==> src/hw/rtl/emr_pkg.sv <==
package emr_pkg;

    localparam int RADIUS_BITS = 9;
    localparam int CENTER_BITS = 10;
    localparam int COORD_BITS  = 12;
    localparam int WALK_BITS   = RADIUS_BITS + 1;
    localparam int SQ_BITS     = 2 * RADIUS_BITS;
    // operands: squared radius, (2x+1)^2 and (y-1)^2 all fit
    localparam int MUL_BITS    = 2 * WALK_BITS + 4;
    localparam int DEC_BITS    = 2 * MUL_BITS;

    localparam logic CMD_START = 1'b0;
    localparam logic CMD_STEP  = 1'b1;

    typedef logic [RADIUS_BITS-1:0]     radius_t;
    typedef logic [CENTER_BITS-1:0]     center_t;
    typedef logic [WALK_BITS-1:0]       walk_t;
    typedef logic [SQ_BITS-1:0]         sq_t;
    typedef logic [MUL_BITS-1:0]        mul_op_t;
    typedef logic [DEC_BITS-1:0]        prod_t;
    typedef logic signed [DEC_BITS-1:0] dec_t;
    typedef logic [COORD_BITS-1:0]      coord_t;

    typedef struct packed {
        logic    command;
        center_t center_x;
        center_t center_y;
        radius_t radius_x;
        radius_t radius_y;
    } cmd_t;

    typedef struct packed {
        logic signed [COORD_BITS-1:0] pixel_x;
        logic signed [COORD_BITS-1:0] pixel_y;
        logic                         last;
        logic                         finished;
    } pix_t;

endpackage

==> src/hw/rtl/emr_mul.sv <==
module emr_mul (
    input  logic             clk,
    input  emr_pkg::mul_op_t a,
    input  emr_pkg::mul_op_t b,
    output emr_pkg::prod_t   prod
);

    emr_pkg::prod_t prod_reg;

    always_ff @(posedge clk)
    begin
        prod_reg <= emr_pkg::prod_t'(a) * emr_pkg::prod_t'(b);
    end

    assign prod = prod_reg;

endmodule

==> src/hw/rtl/midpoint_ellipse_rasterizer_core.sv <==
// start request: ST_SQX, ST_SQY, ST_INIT_A, ST_INIT_B compute rx^2, ry^2 and d, no pixels
// step request: region two runs ST_UPD_A to ST_UPD_C; region one first runs the region
// test in ST_CHK_A to ST_CHK_C, the switch to region two adds ST_ENT_A to ST_ENT_F; then
// 4 pixels one per cycle while pix_ready is high. one shared 24x24 multiplier with a
// registered product; idle step ignored. reset (async, active low): idle, no walk active
module midpoint_ellipse_rasterizer_core (
    input  logic          clk,
    input  logic          rst_n,
    input  logic          cmd_valid,
    output logic          cmd_ready,
    input  emr_pkg::cmd_t cmd,
    output logic          pix_valid,
    input  logic          pix_ready,
    output emr_pkg::pix_t pix
);

    typedef enum logic [18:0] {
        ST_IDLE   = 19'h00001,
        ST_SQX    = 19'h00002,
        ST_SQY    = 19'h00004,
        ST_INIT_A = 19'h00008,
        ST_INIT_B = 19'h00010,
        ST_CHK_A  = 19'h00020,
        ST_CHK_B  = 19'h00040,
        ST_CHK_C  = 19'h00080,
        ST_ENT_A  = 19'h00100,
        ST_ENT_B  = 19'h00200,
        ST_ENT_C  = 19'h00400,
        ST_ENT_D  = 19'h00800,
        ST_ENT_E  = 19'h01000,
        ST_ENT_F  = 19'h02000,
        ST_UPD_A  = 19'h04000,
        ST_UPD_B  = 19'h08000,
        ST_UPD_C  = 19'h10000,
        ST_EMIT   = 19'h20000,
        ST_SPARE  = 19'h40000
    } state_t;

    state_t state_reg, state_next;
    logic   active_reg, active_next;
    logic   region_two_reg, region_two_next;
    logic [1:0] idx_reg, idx_next;

    emr_pkg::center_t cx_reg, cx_next;
    emr_pkg::center_t cy_reg, cy_next;
    emr_pkg::radius_t rx_reg, rx_next;
    emr_pkg::radius_t ry_reg, ry_next;
    emr_pkg::sq_t     rx2_reg, rx2_next;
    emr_pkg::sq_t     ry2_reg, ry2_next;
    emr_pkg::walk_t   x_reg, x_next;
    emr_pkg::walk_t   y_reg, y_next;
    emr_pkg::dec_t    d_reg, d_next;
    emr_pkg::prod_t   pa_reg, pa_next;
    emr_pkg::mul_op_t tmp_reg, tmp_next;
    logic             xinc_reg, xinc_next;
    logic             ydec_reg, ydec_next;

    emr_pkg::mul_op_t mul_a, mul_b;
    emr_pkg::prod_t   prod;
    emr_pkg::dec_t    prod_s;
    emr_pkg::walk_t   y_dec;
    logic             d_neg;
    logic             d_zero;

    emr_mul u_mul (
        .clk  (clk),
        .a    (mul_a),
        .b    (mul_b),
        .prod (prod)
    );

    assign prod_s = emr_pkg::dec_t'(prod);
    assign y_dec  = y_reg - emr_pkg::walk_t'(1);
    assign d_neg  = d_reg[emr_pkg::DEC_BITS-1];
    assign d_zero = (d_reg == '0);

    // operand select for the shared multiplier
    always_comb
    begin
        mul_a = '0;
        mul_b = '0;
        case (state_reg)
            ST_SQX:
            begin
                mul_a = emr_pkg::mul_op_t'(rx_reg);
                mul_b = emr_pkg::mul_op_t'(rx_reg);
            end
            ST_SQY:
            begin
                mul_a = emr_pkg::mul_op_t'(ry_reg);
                mul_b = emr_pkg::mul_op_t'(ry_reg);
            end
            ST_INIT_A:
            begin
                mul_a = emr_pkg::mul_op_t'(rx2_reg);
                mul_b = emr_pkg::mul_op_t'(ry_reg);
            end
            ST_CHK_A, ST_UPD_A:
            begin
                mul_a = emr_pkg::mul_op_t'(ry2_reg);
                mul_b = emr_pkg::mul_op_t'(x_next);
            end
            ST_CHK_B:
            begin
                mul_a = emr_pkg::mul_op_t'(rx2_reg);
                mul_b = emr_pkg::mul_op_t'(y_reg);
            end
            ST_UPD_B:
            begin
                // only used when y steps down
                mul_a = emr_pkg::mul_op_t'(rx2_reg);
                mul_b = emr_pkg::mul_op_t'(y_dec);
            end
            ST_ENT_A:
            begin
                mul_a = emr_pkg::mul_op_t'({x_reg, 1'b1});
                mul_b = emr_pkg::mul_op_t'({x_reg, 1'b1});
            end
            ST_ENT_B:
            begin
                mul_a = emr_pkg::mul_op_t'(y_dec);
                mul_b = emr_pkg::mul_op_t'(y_dec);
            end
            ST_ENT_C:
            begin
                mul_a = emr_pkg::mul_op_t'(ry2_reg);
                mul_b = tmp_reg;
            end
            ST_ENT_D:
            begin
                mul_a = emr_pkg::mul_op_t'(rx2_reg);
                mul_b = tmp_reg;
            end
            ST_ENT_E:
            begin
                mul_a = emr_pkg::mul_op_t'(rx2_reg);
                mul_b = emr_pkg::mul_op_t'(ry2_reg);
            end
            default:
            begin
                mul_a = '0;
                mul_b = '0;
            end
        endcase
    end

    always_comb
    begin
        state_next      = state_reg;
        active_next     = active_reg;
        region_two_next = region_two_reg;
        idx_next        = idx_reg;
        cx_next         = cx_reg;
        cy_next         = cy_reg;
        rx_next         = rx_reg;
        ry_next         = ry_reg;
        rx2_next        = rx2_reg;
        ry2_next        = ry2_reg;
        x_next          = x_reg;
        y_next          = y_reg;
        d_next          = d_reg;
        pa_next         = pa_reg;
        tmp_next        = tmp_reg;
        xinc_next       = xinc_reg;
        ydec_next       = ydec_reg;

        case (state_reg)
            ST_IDLE:
            begin
                idx_next = '0;
                if (cmd_valid)
                begin
                    if (cmd.command == emr_pkg::CMD_START)
                    begin
                        cx_next         = cmd.center_x;
                        cy_next         = cmd.center_y;
                        rx_next         = cmd.radius_x;
                        ry_next         = cmd.radius_y;
                        x_next          = '0;
                        y_next          = emr_pkg::walk_t'(cmd.radius_y);
                        region_two_next = 1'b0;
                        active_next     = (cmd.radius_x != '0) && (cmd.radius_y != '0);
                        state_next      = ST_SQX;
                    end
                    else if (active_reg)
                    begin
                        state_next = region_two_reg ? ST_UPD_A : ST_CHK_A;
                    end
                end
            end
            ST_SQX:
            begin
                state_next = ST_SQY;
            end
            ST_SQY:
            begin
                rx2_next   = emr_pkg::sq_t'(prod);
                state_next = ST_INIT_A;
            end
            ST_INIT_A:
            begin
                ry2_next   = emr_pkg::sq_t'(prod);
                state_next = ST_INIT_B;
            end
            ST_INIT_B:
            begin
                // 4*ry^2 - 4*rx^2*ry + rx^2
                d_next = emr_pkg::dec_t'({ry2_reg, 2'b00}) - (prod_s <<< 2)
                    + emr_pkg::dec_t'(rx2_reg);
                state_next = ST_IDLE;
            end
            ST_CHK_A:
            begin
                state_next = ST_CHK_B;
            end
            ST_CHK_B:
            begin
                pa_next    = prod;
                state_next = ST_CHK_C;
            end
            ST_CHK_C:
            begin
                // leave region one once ry^2*x > rx^2*y
                if (pa_reg > prod)
                begin
                    region_two_next = 1'b1;
                    state_next      = ST_ENT_A;
                end
                else
                begin
                    state_next = ST_UPD_A;
                end
            end
            ST_ENT_A:
            begin
                state_next = ST_ENT_B;
            end
            ST_ENT_B:
            begin
                tmp_next   = emr_pkg::mul_op_t'(prod);
                state_next = ST_ENT_C;
            end
            ST_ENT_C:
            begin
                tmp_next   = emr_pkg::mul_op_t'(prod);
                state_next = ST_ENT_D;
            end
            ST_ENT_D:
            begin
                d_next     = prod_s;
                state_next = ST_ENT_E;
            end
            ST_ENT_E:
            begin
                d_next     = d_reg + (prod_s <<< 2);
                state_next = ST_ENT_F;
            end
            ST_ENT_F:
            begin
                d_next     = d_reg - (prod_s <<< 2);
                state_next = ST_UPD_A;
            end
            ST_UPD_A:
            begin
                if (region_two_reg && (y_reg == '0))
                begin
                    active_next = 1'b0;
                    state_next  = ST_IDLE;
                end
                else
                begin
                    if (!region_two_reg)
                    begin
                        xinc_next = 1'b1;
                        ydec_next = !d_neg;
                    end
                    else
                    begin
                        xinc_next = d_neg || d_zero;
                        ydec_next = 1'b1;
                    end
                    x_next     = xinc_next ? x_reg + emr_pkg::walk_t'(1) : x_reg;
                    state_next = ST_UPD_B;
                end
            end
            ST_UPD_B:
            begin
                // product is ry^2 times the new x
                if (ydec_reg)
                begin
                    y_next = y_dec;
                end
                d_next = d_reg
                    + (xinc_reg ? (prod_s <<< 3) : emr_pkg::dec_t'(0))
                    + (region_two_reg ? emr_pkg::dec_t'({rx2_reg, 2'b00})
                                      : emr_pkg::dec_t'({ry2_reg, 2'b00}));
                state_next = ST_UPD_C;
            end
            ST_UPD_C:
            begin
                // product is rx^2 times the new y
                if (ydec_reg)
                begin
                    d_next = d_reg - (prod_s <<< 3);
                end
                if (y_reg == '0)
                begin
                    active_next = 1'b0;
                end
                state_next = ST_EMIT;
            end
            ST_EMIT:
            begin
                if (pix_ready)
                begin
                    idx_next = idx_reg + 2'd1;
                    if (idx_reg == 2'd3)
                    begin
                        state_next = ST_IDLE;
                    end
                end
            end
            default:
            begin
                state_next = ST_IDLE;
            end
        endcase
    end

    always_ff @(posedge clk or negedge rst_n)
    begin
        if (!rst_n)
        begin
            state_reg      <= ST_IDLE;
            active_reg     <= 1'b0;
            region_two_reg <= 1'b0;
            idx_reg        <= '0;
        end
        else
        begin
            state_reg      <= state_next;
            active_reg     <= active_next;
            region_two_reg <= region_two_next;
            idx_reg        <= idx_next;
        end
    end

    always_ff @(posedge clk)
    begin
        cx_reg   <= cx_next;
        cy_reg   <= cy_next;
        rx_reg   <= rx_next;
        ry_reg   <= ry_next;
        rx2_reg  <= rx2_next;
        ry2_reg  <= ry2_next;
        x_reg    <= x_next;
        y_reg    <= y_next;
        d_reg    <= d_next;
        pa_reg   <= pa_next;
        tmp_reg  <= tmp_next;
        xinc_reg <= xinc_next;
        ydec_reg <= ydec_next;
    end

    assign cmd_ready = (state_reg == ST_IDLE);
    assign pix_valid = (state_reg == ST_EMIT);

    // quadrant order: (+x,+y) (+x,-y) (-x,+y) (-x,-y)
    always_comb
    begin
        if (idx_reg[1])
        begin
            pix.pixel_x = emr_pkg::coord_t'(cx_reg) - emr_pkg::coord_t'(x_reg);
        end
        else
        begin
            pix.pixel_x = emr_pkg::coord_t'(cx_reg) + emr_pkg::coord_t'(x_reg);
        end
        if (idx_reg[0])
        begin
            pix.pixel_y = emr_pkg::coord_t'(cy_reg) - emr_pkg::coord_t'(y_reg);
        end
        else
        begin
            pix.pixel_y = emr_pkg::coord_t'(cy_reg) + emr_pkg::coord_t'(y_reg);
        end
        pix.last     = (idx_reg == 2'd3);
        pix.finished = (idx_reg == 2'd3) && (y_reg == '0);
    end

endmodule
==> config.mk <==
export PLATFORM = sky130hd
export DESIGN_NAME = midpoint_ellipse_rasterizer_core
export DESIGN_NICKNAME = d
export VERILOG_FILES = /design/src/hw/rtl/emr_pkg.sv /design/src/hw/rtl/emr_mul.sv /design/src/hw/rtl/midpoint_ellipse_rasterizer_core.sv
export SDC_FILE = /design/constraint.sdc
export NUM_CORES = 2
export LEC_CHECK = 0
export BUFFER_PORTS_ARGS = -buffer_cell sky130_fd_sc_hd__buf_2
export CAP_MARGIN = 20
export CORE_ASPECT_RATIO = 1.4
export CORE_MARGIN = 5
export CORE_UTILIZATION = 50
export DETAILED_ROUTE_END_ITERATION = 10
export GPL_ROUTABILITY_DRIVEN = 0
export PLACE_DENSITY_LB_ADDON = 0.1
export SYNTH_ARGS = -nofsm -noshare
export SYNTH_HDL_FRONTEND = slang
export SYNTH_SLANG_ARGS = --single-unit
==> constraint.sdc <==
create_clock -name clk -period 11.1 [get_ports clk]
set_clock_uncertainty 0.1 [all_clocks]
set_input_delay 0 -clock clk [delete_from_list [all_inputs] [get_ports clk]]
set_output_delay 0 -clock clk [all_outputs]
set_load 0.02 [all_outputs]
# Yosys cells after proc, flatten, opt, wreduce, memory -nomap -nowiden
# Index checks and enable logic that the tools add are counted.
# op_classes
bitwise_logic	2
muxes	40
n_lt_le_gt_ge	1
reduce_logical	29
addsub	14
eq_ne	29
n_mul	1
# op_table
op	count
one-hot mux 19 bit (17 select lines)	1
one-hot mux 48 bit (6 select lines)	1
one-hot mux 24 bit (8 select lines)	1
one-hot mux 18 bit (6 select lines)	1
adder 48 bit	2
2-to-1 mux 48 bit	2
subtractor 48 bit	2
2-to-1 mux 19 bit	5
2-to-1 mux 10 bit	7
adder 48 x 19 -> 48 bit	1
adder 48 x 21 -> 48 bit	1
> comparator 48 bit	1
zero test 48 bit	1
subtractor 21 x 48 -> 48 bit	1
multiplier 18 x 24 -> 42 bit	1
one-hot mux 10 bit (2 select lines)	2
2-to-1 mux 15 bit	2
2-to-1 mux 12 bit	2
adder 10 x 10 -> 11 bit	2
subtractor 10 x 10 -> 11 bit	2
2-to-1 mux 20 bit	1
== test 19 x 1 -> 1 bit, second input constant	1
== test 19 x 10 -> 1 bit, second input constant	1
== test 19 x 11 -> 1 bit, second input constant	1
other kinds (44)	74
# word_totals
inputBits	43
elab_cells	134
out_inout_bits	28
register_bits	287

# Logic depth before layout (Yosys ltp)
# depth
word_depth	10
ltp_mapped	36
ltp_nobuf	35

# Modules after synthesis
# A second synthesis with hierarchy kept.
# hier_totals
hier_cells	5149
area_unflattened_um2	45313.5
# by_module_without_submodules
mod	area_each_um2	cells_per_inst	instances
midpoint_ellipse_rasterizer_core	25271.7	2905	1
emr_mul	20041.7	2244	1

# Worst setup path after synthesis
# Ideal clock, no wire load.
# synth_timing
path_type	register to register
from	reg state_reg[4]
to	reg u_mul.prod_reg[40], in the netlist u_mul.prod[40]
setup_ns	0.072
arrival_time_ns	8.760
setup_slack_ns	2.168
stages_incl_launch_ff	34
synth_period_minus_slack_ns	8.932
n_path_buf	2
required_ns	10.928
cell_sequence	dfrtp_1 > nor4_1 > nand2_1 > or3_1 > nor3b_2 > nor2_1 > nand3b_1 > buf_2 > a221o_1 > buf_2 > nand2_1 > fa_1 > inv_1 > fa_1 > inv_1 > fa_1 > inv_1 > fa_1 > fa_1 > inv_1 > fa_1 > inv_1 > ha_1 > nand3_1 > or3_1 > nand3b_1 > a31oi_1 > o22a_1 > nand3_1 > a211o_1 > o21ai_2 > a221oi_1 > o21ai_1 > xor2_1
# synth_between
elab_chain_len	4
# synth_lines
item	line	rtl
start: declaration	midpoint_ellipse_rasterizer_core.sv:39	state_t state_reg, state_next;
start signal: assignment	midpoint_ellipse_rasterizer_core.sv:341	state_reg <= state_next;
== test 19 x 15 -> 1 bit (tied with other cells)	midpoint_ellipse_rasterizer_core.sv:82, midpoint_ellipse_rasterizer_core.sv:167	
one-hot mux 10 bit (2 select lines) (tied with other cells)	midpoint_ellipse_rasterizer_core.sv:167	case (state_reg)
one-hot mux 24 bit (8 select lines) / one-hot mux 18 bit (6 select lines) (equally long branches)	midpoint_ellipse_rasterizer_core.sv:82	case (state_reg)
multiplier 18 x 24 -> 42 bit *	emr_mul.sv:12	prod_reg <= emr_pkg::prod_t'(a) * emr_pkg::prod_t'(b);
end signal: assignment	emr_mul.sv:12	
end: declaration	emr_mul.sv:8	emr_pkg::prod_t prod_reg;
# Mark *: on every way between the ends. The rest lies on a longest branch, timed or not.
# A chain may end at the register's enable or synchronous reset.

# Final worst setup path
# layout_timing
from	reg d_reg[29]
to	reg u_mul.prod_reg[40], in the netlist u_mul.prod[40]
# layout_between
elab_chain_len	10
# layout_lines
item	line	rtl
start: declaration	midpoint_ellipse_rasterizer_core.sv:52	emr_pkg::dec_t d_reg, d_next;
start signal: assignment	midpoint_ellipse_rasterizer_core.sv:358	d_reg <= d_next;
zero test 48 bit	midpoint_ellipse_rasterizer_core.sv:75	assign d_zero = (d_reg == '0);
logical OR 1 bit	midpoint_ellipse_rasterizer_core.sv:279	xinc_next = d_neg || d_zero;
2-to-1 mux 1 bit	midpoint_ellipse_rasterizer_core.sv:272	if (!region_two_reg)
2-to-1 mux 1 bit	midpoint_ellipse_rasterizer_core.sv:265	if (region_two_reg && (y_reg == '0))
2-to-1 mux 1 bit	midpoint_ellipse_rasterizer_core.sv:167	
2-to-1 mux 10 bit	midpoint_ellipse_rasterizer_core.sv:282	x_next = xinc_next ? x_reg + emr_pkg::walk_t'(1) : x_reg;
2-to-1 mux 10 bit	midpoint_ellipse_rasterizer_core.sv:265	
one-hot mux 10 bit (2 select lines)	midpoint_ellipse_rasterizer_core.sv:167	
one-hot mux 24 bit (8 select lines)	midpoint_ellipse_rasterizer_core.sv:82	
multiplier 18 x 24 -> 42 bit	emr_mul.sv:12	
# Every way passes these cells. The select of a mux whose other input is x is not followed.

==> reports/summary.json <==
{
  "run_status": {
    "outcome": "finished, final reports clean"
  },
  "drt": {
    "detail_route.drc_violations": 0,
    "detail_route.iter0.violations": 2433,
    "avgViaCountPerCell": 6.08,
    "drt_first_pass_iters": 6,
    "drtAntennaViolNets": 0,
    "detailed_route_wire_length_um": 133000,
    "routedWlPerCell_um": 24.4,
    "via_count": 33200
  },
  "floorplanning": {
    "floorplan.rows": 120,
    "start_util": 0.503,
    "die_outline_area_mm2": 0.0825,
    "die-height_um": 338,
    "die_width_um": 244,
    "total_i_o_pin_count": 71,
    "design.core.area_mm2": 0.0763
  },
  "grt": {
    "antenna_violations_before_repair": 0,
    "track_usage": 0.318,
    "grt_max_degree": 46,
    "wire_length_of_the_first_global_routing_pass_um": 203000,
    "grt_pass1_vias": 34700,
    "grt-ovfl-total": 0
  },
  "cts": {
    "clock_latency_of_the_later_clocked_register_in_the_worst_skew_pair_ps": 610,
    "clock_tree.htree_level_count": 1,
    "tritoncts.num_buffers": 31,
    "cts.sink_count": 274,
    "cts-root-to-sink-buffers": 3,
    "cts_tree": "yes",
    "cts_root_buffer": "clkbuf_16",
    "clk_transition_reported_paths_ps": 60,
    "post_cts.repair.setup_buffers": 0,
    "ctsResizeCount": 0,
    "postCtsHoldBufs": 67
  },
  "synth": {
    "postSynthNetCount": 5200,
    "ys_async_sr_fraction": 0.0803,
    "synth_edf_count": 200,
    "synth_ff_type": "edfxtp_1",
    "ys_seq_area_frac": 0.198,
    "yosysWarningCount": 0,
    "netlist_area_mm2": 0.0384,
    "number_of_library_cell_types_mapped_by_synthesis": 95,
    "syn_area_per_cell_um2": 8.75,
    "yosys_register_bits": 274,
    "postSynthCellCount": 4384
  },
  "worst_setup_path": {
    "critical-path-slowest-cell": "nor4_1",
    "data_arrival_time_of_the_worst_path_ps": 10970,
    "critPathLaunchType": "flop",
    "critPathRequiredTime_ps": 11480,
    "worstPathMaxFanout": 7,
    "timing.critical_path.slowest_cell_delay_ps": 730,
    "criticalPathCategory": "flop to flop",
    "most_frequent_cell_on_the_critical_path": "fa_1",
    "end_kind": "flop"
  },
  "cells_and_area": {
    "layout_commonest_cell": "inv_1",
    "area_growth_syn_to_layout_pct": 8.58,
    "flip_flop_count_of_the_largest_register_all_copies_and_words_added": 48,
    "fill_cells": 7095,
    "fin_area_mm2": 0.0417,
    "fin_nets": 5281,
    "share_of_final_layout_standard_cells_stronger_than_drive_strength_1": 0.0584,
    "insertedDiodeCount": 0,
    "layout.cells.most_common_list": "652 x inv_1, 489 x nand2_1, 392 x fa_1",
    "multi_input_comb_area_mm2": 0.0277,
    "layoutNonFillerInstCount": 5466,
    "seq_area_mm2": 0.00760
  },
  "sta": {
    "fin_setup_tns_ps": 0,
    "setup_repair_after_global_routing_missed_its_margin": "false",
    "fin_crit_sh": 0.954,
    "drv_slew": 0,
    "setup_viol_count_final": 0,
    "max_clock_freq_ghz": 0.0944,
    "period_needed_ps": 10590,
    "worst_slew_pin_slew_ps": 1130,
    "finalWorstSetupSlack_ps": 512,
    "max-slew-margin-rel": 0.238,
    "finalHoldViolCount": 0
  },
  "worst_hold_path": {
    "hold_path.class": "primary input to flop"
  },
  "pwr": {
    "power_uw": 8370,
    "leak_uw": 0.0189,
    "power.density_cell_area_mw_per_mm2": 201,
    "vdd_ir_drop_max_mv": 0.182
  },
  "place": {
    "preCtsSetupSlack_ps": 652,
    "portBuffers": 70,
    "placed_cells_incl_taps": 5339,
    "placed_cell_area_mm2": 0.0399,
    "place.detailed.hpwl_um": 105000
  },
  "run": {
    "max-cap-violations": 0
  }
}
==> power by group <==
part / leakage, uW / internal, uW / switching, uW
clock: 0.000513 / 598 / 468
sequential: 0.00260 / 1210 / 88.7
combinational: 0.0158 / 2270 / 3730
==> worst max-delay path, delay by kind of cell, from the launching register on <==
family                     cells  cell delay, ps
AOI/OAI and AO/OA             13            3680
adders and majority gates      7            3300
and+or+nand+nor                8            2550
buffers and inverters          4             190
xor gates and xnor gates       1             160
DFF                            1             460
==> metrics by stage <==
| stage | util | hold WS (ps) |
|---|---|---|
| detailed placement | 0.523 | -84.1 |
| global route | 0.546 | 20.6 |
| finish | 0.546 | 37.1 |
| CTS | 0.546 | 1.68 |
| floorplan | - | -396 |
| global placement | 0.523 | -85.1 |
==> synthesized netlist by cell type (all sizes together), types with 30 or more instances <==
master,n,area (um2)
a21o,142,1070
ha,381,4770
o211ai,30,235
fa,392,7850
xor2,66,578
a22oi,31,238
mux2i,30,300
nand3,75,380
a21oi,241,1220
nand2b,51,319
and2,72,450
buf,58,279
nor2,297,1110
inv,653,2450
o21ai,179,900
nor4,33,219
nand2,489,1840
a31oi,33,206
nand4,46,288
nor3,48,250
edfxtp,200,6010
o21bai,49,368
dfxtp,52,1040
a221oi,31,284
xnor2,192,1680
clkbuf,112,420
==> worst paths after layout <==
check	endpoint	from	cells past startpoint	slack, ps
hold reg to reg	active_reg	active_reg	2	420
min in group asynchronous	state_reg[0]	rst_n	3	330
setup reg to reg	u_mul.prod[40]	d_reg[29]	33	510
hold / removal	rx_reg[0]	cmd[9]	2	40
max in group asynchronous	state_reg[8]	rst_n	5	9680
setup / recovery	u_mul.prod[40]	d_reg[29]	33	510
==> per-layer routing <==
metal / global-route usage / share of wire / wire [um] / vias up
met5: 0 / 0 / 0 / -
met4: 0.200 / 0.081 / 10800 / 0
met3: 0.0424 / 0.065 / 8650 / 469
met2: 0.560 / 0.49 / 65500 / 1416
met1: 0.366 / 0.36 / 48600 / 16300
li1: - / - / - / 15100
==> cells by family (layout without fill, tap and decap cells) <==
group                      count (synthesis)  after routing  share of synthesized area
and+or+nand+nor                         1255           1255                      0.154
AOI/OAI and AO/OA                        968            968                      0.170
buffers and inverters                    825            931                     0.0823
adders and majority gates                773            773                      0.329
DFF                                      274            274                      0.198
xor gates and xnor gates                 258            258                     0.0589
muxes                                     31             31                    0.00812
==> cell type report <==
cell class,instances,area share
clock inverter,16,0.00336
multi-input combinational,3285,0.665
sequential,274,0.182
inverter,655,0.0590
tap,976,0.0293
clock buffer,42,0.0216
timing repair buffer,218,0.0398
Note: power is estimated with default switching activity, not from simulation.
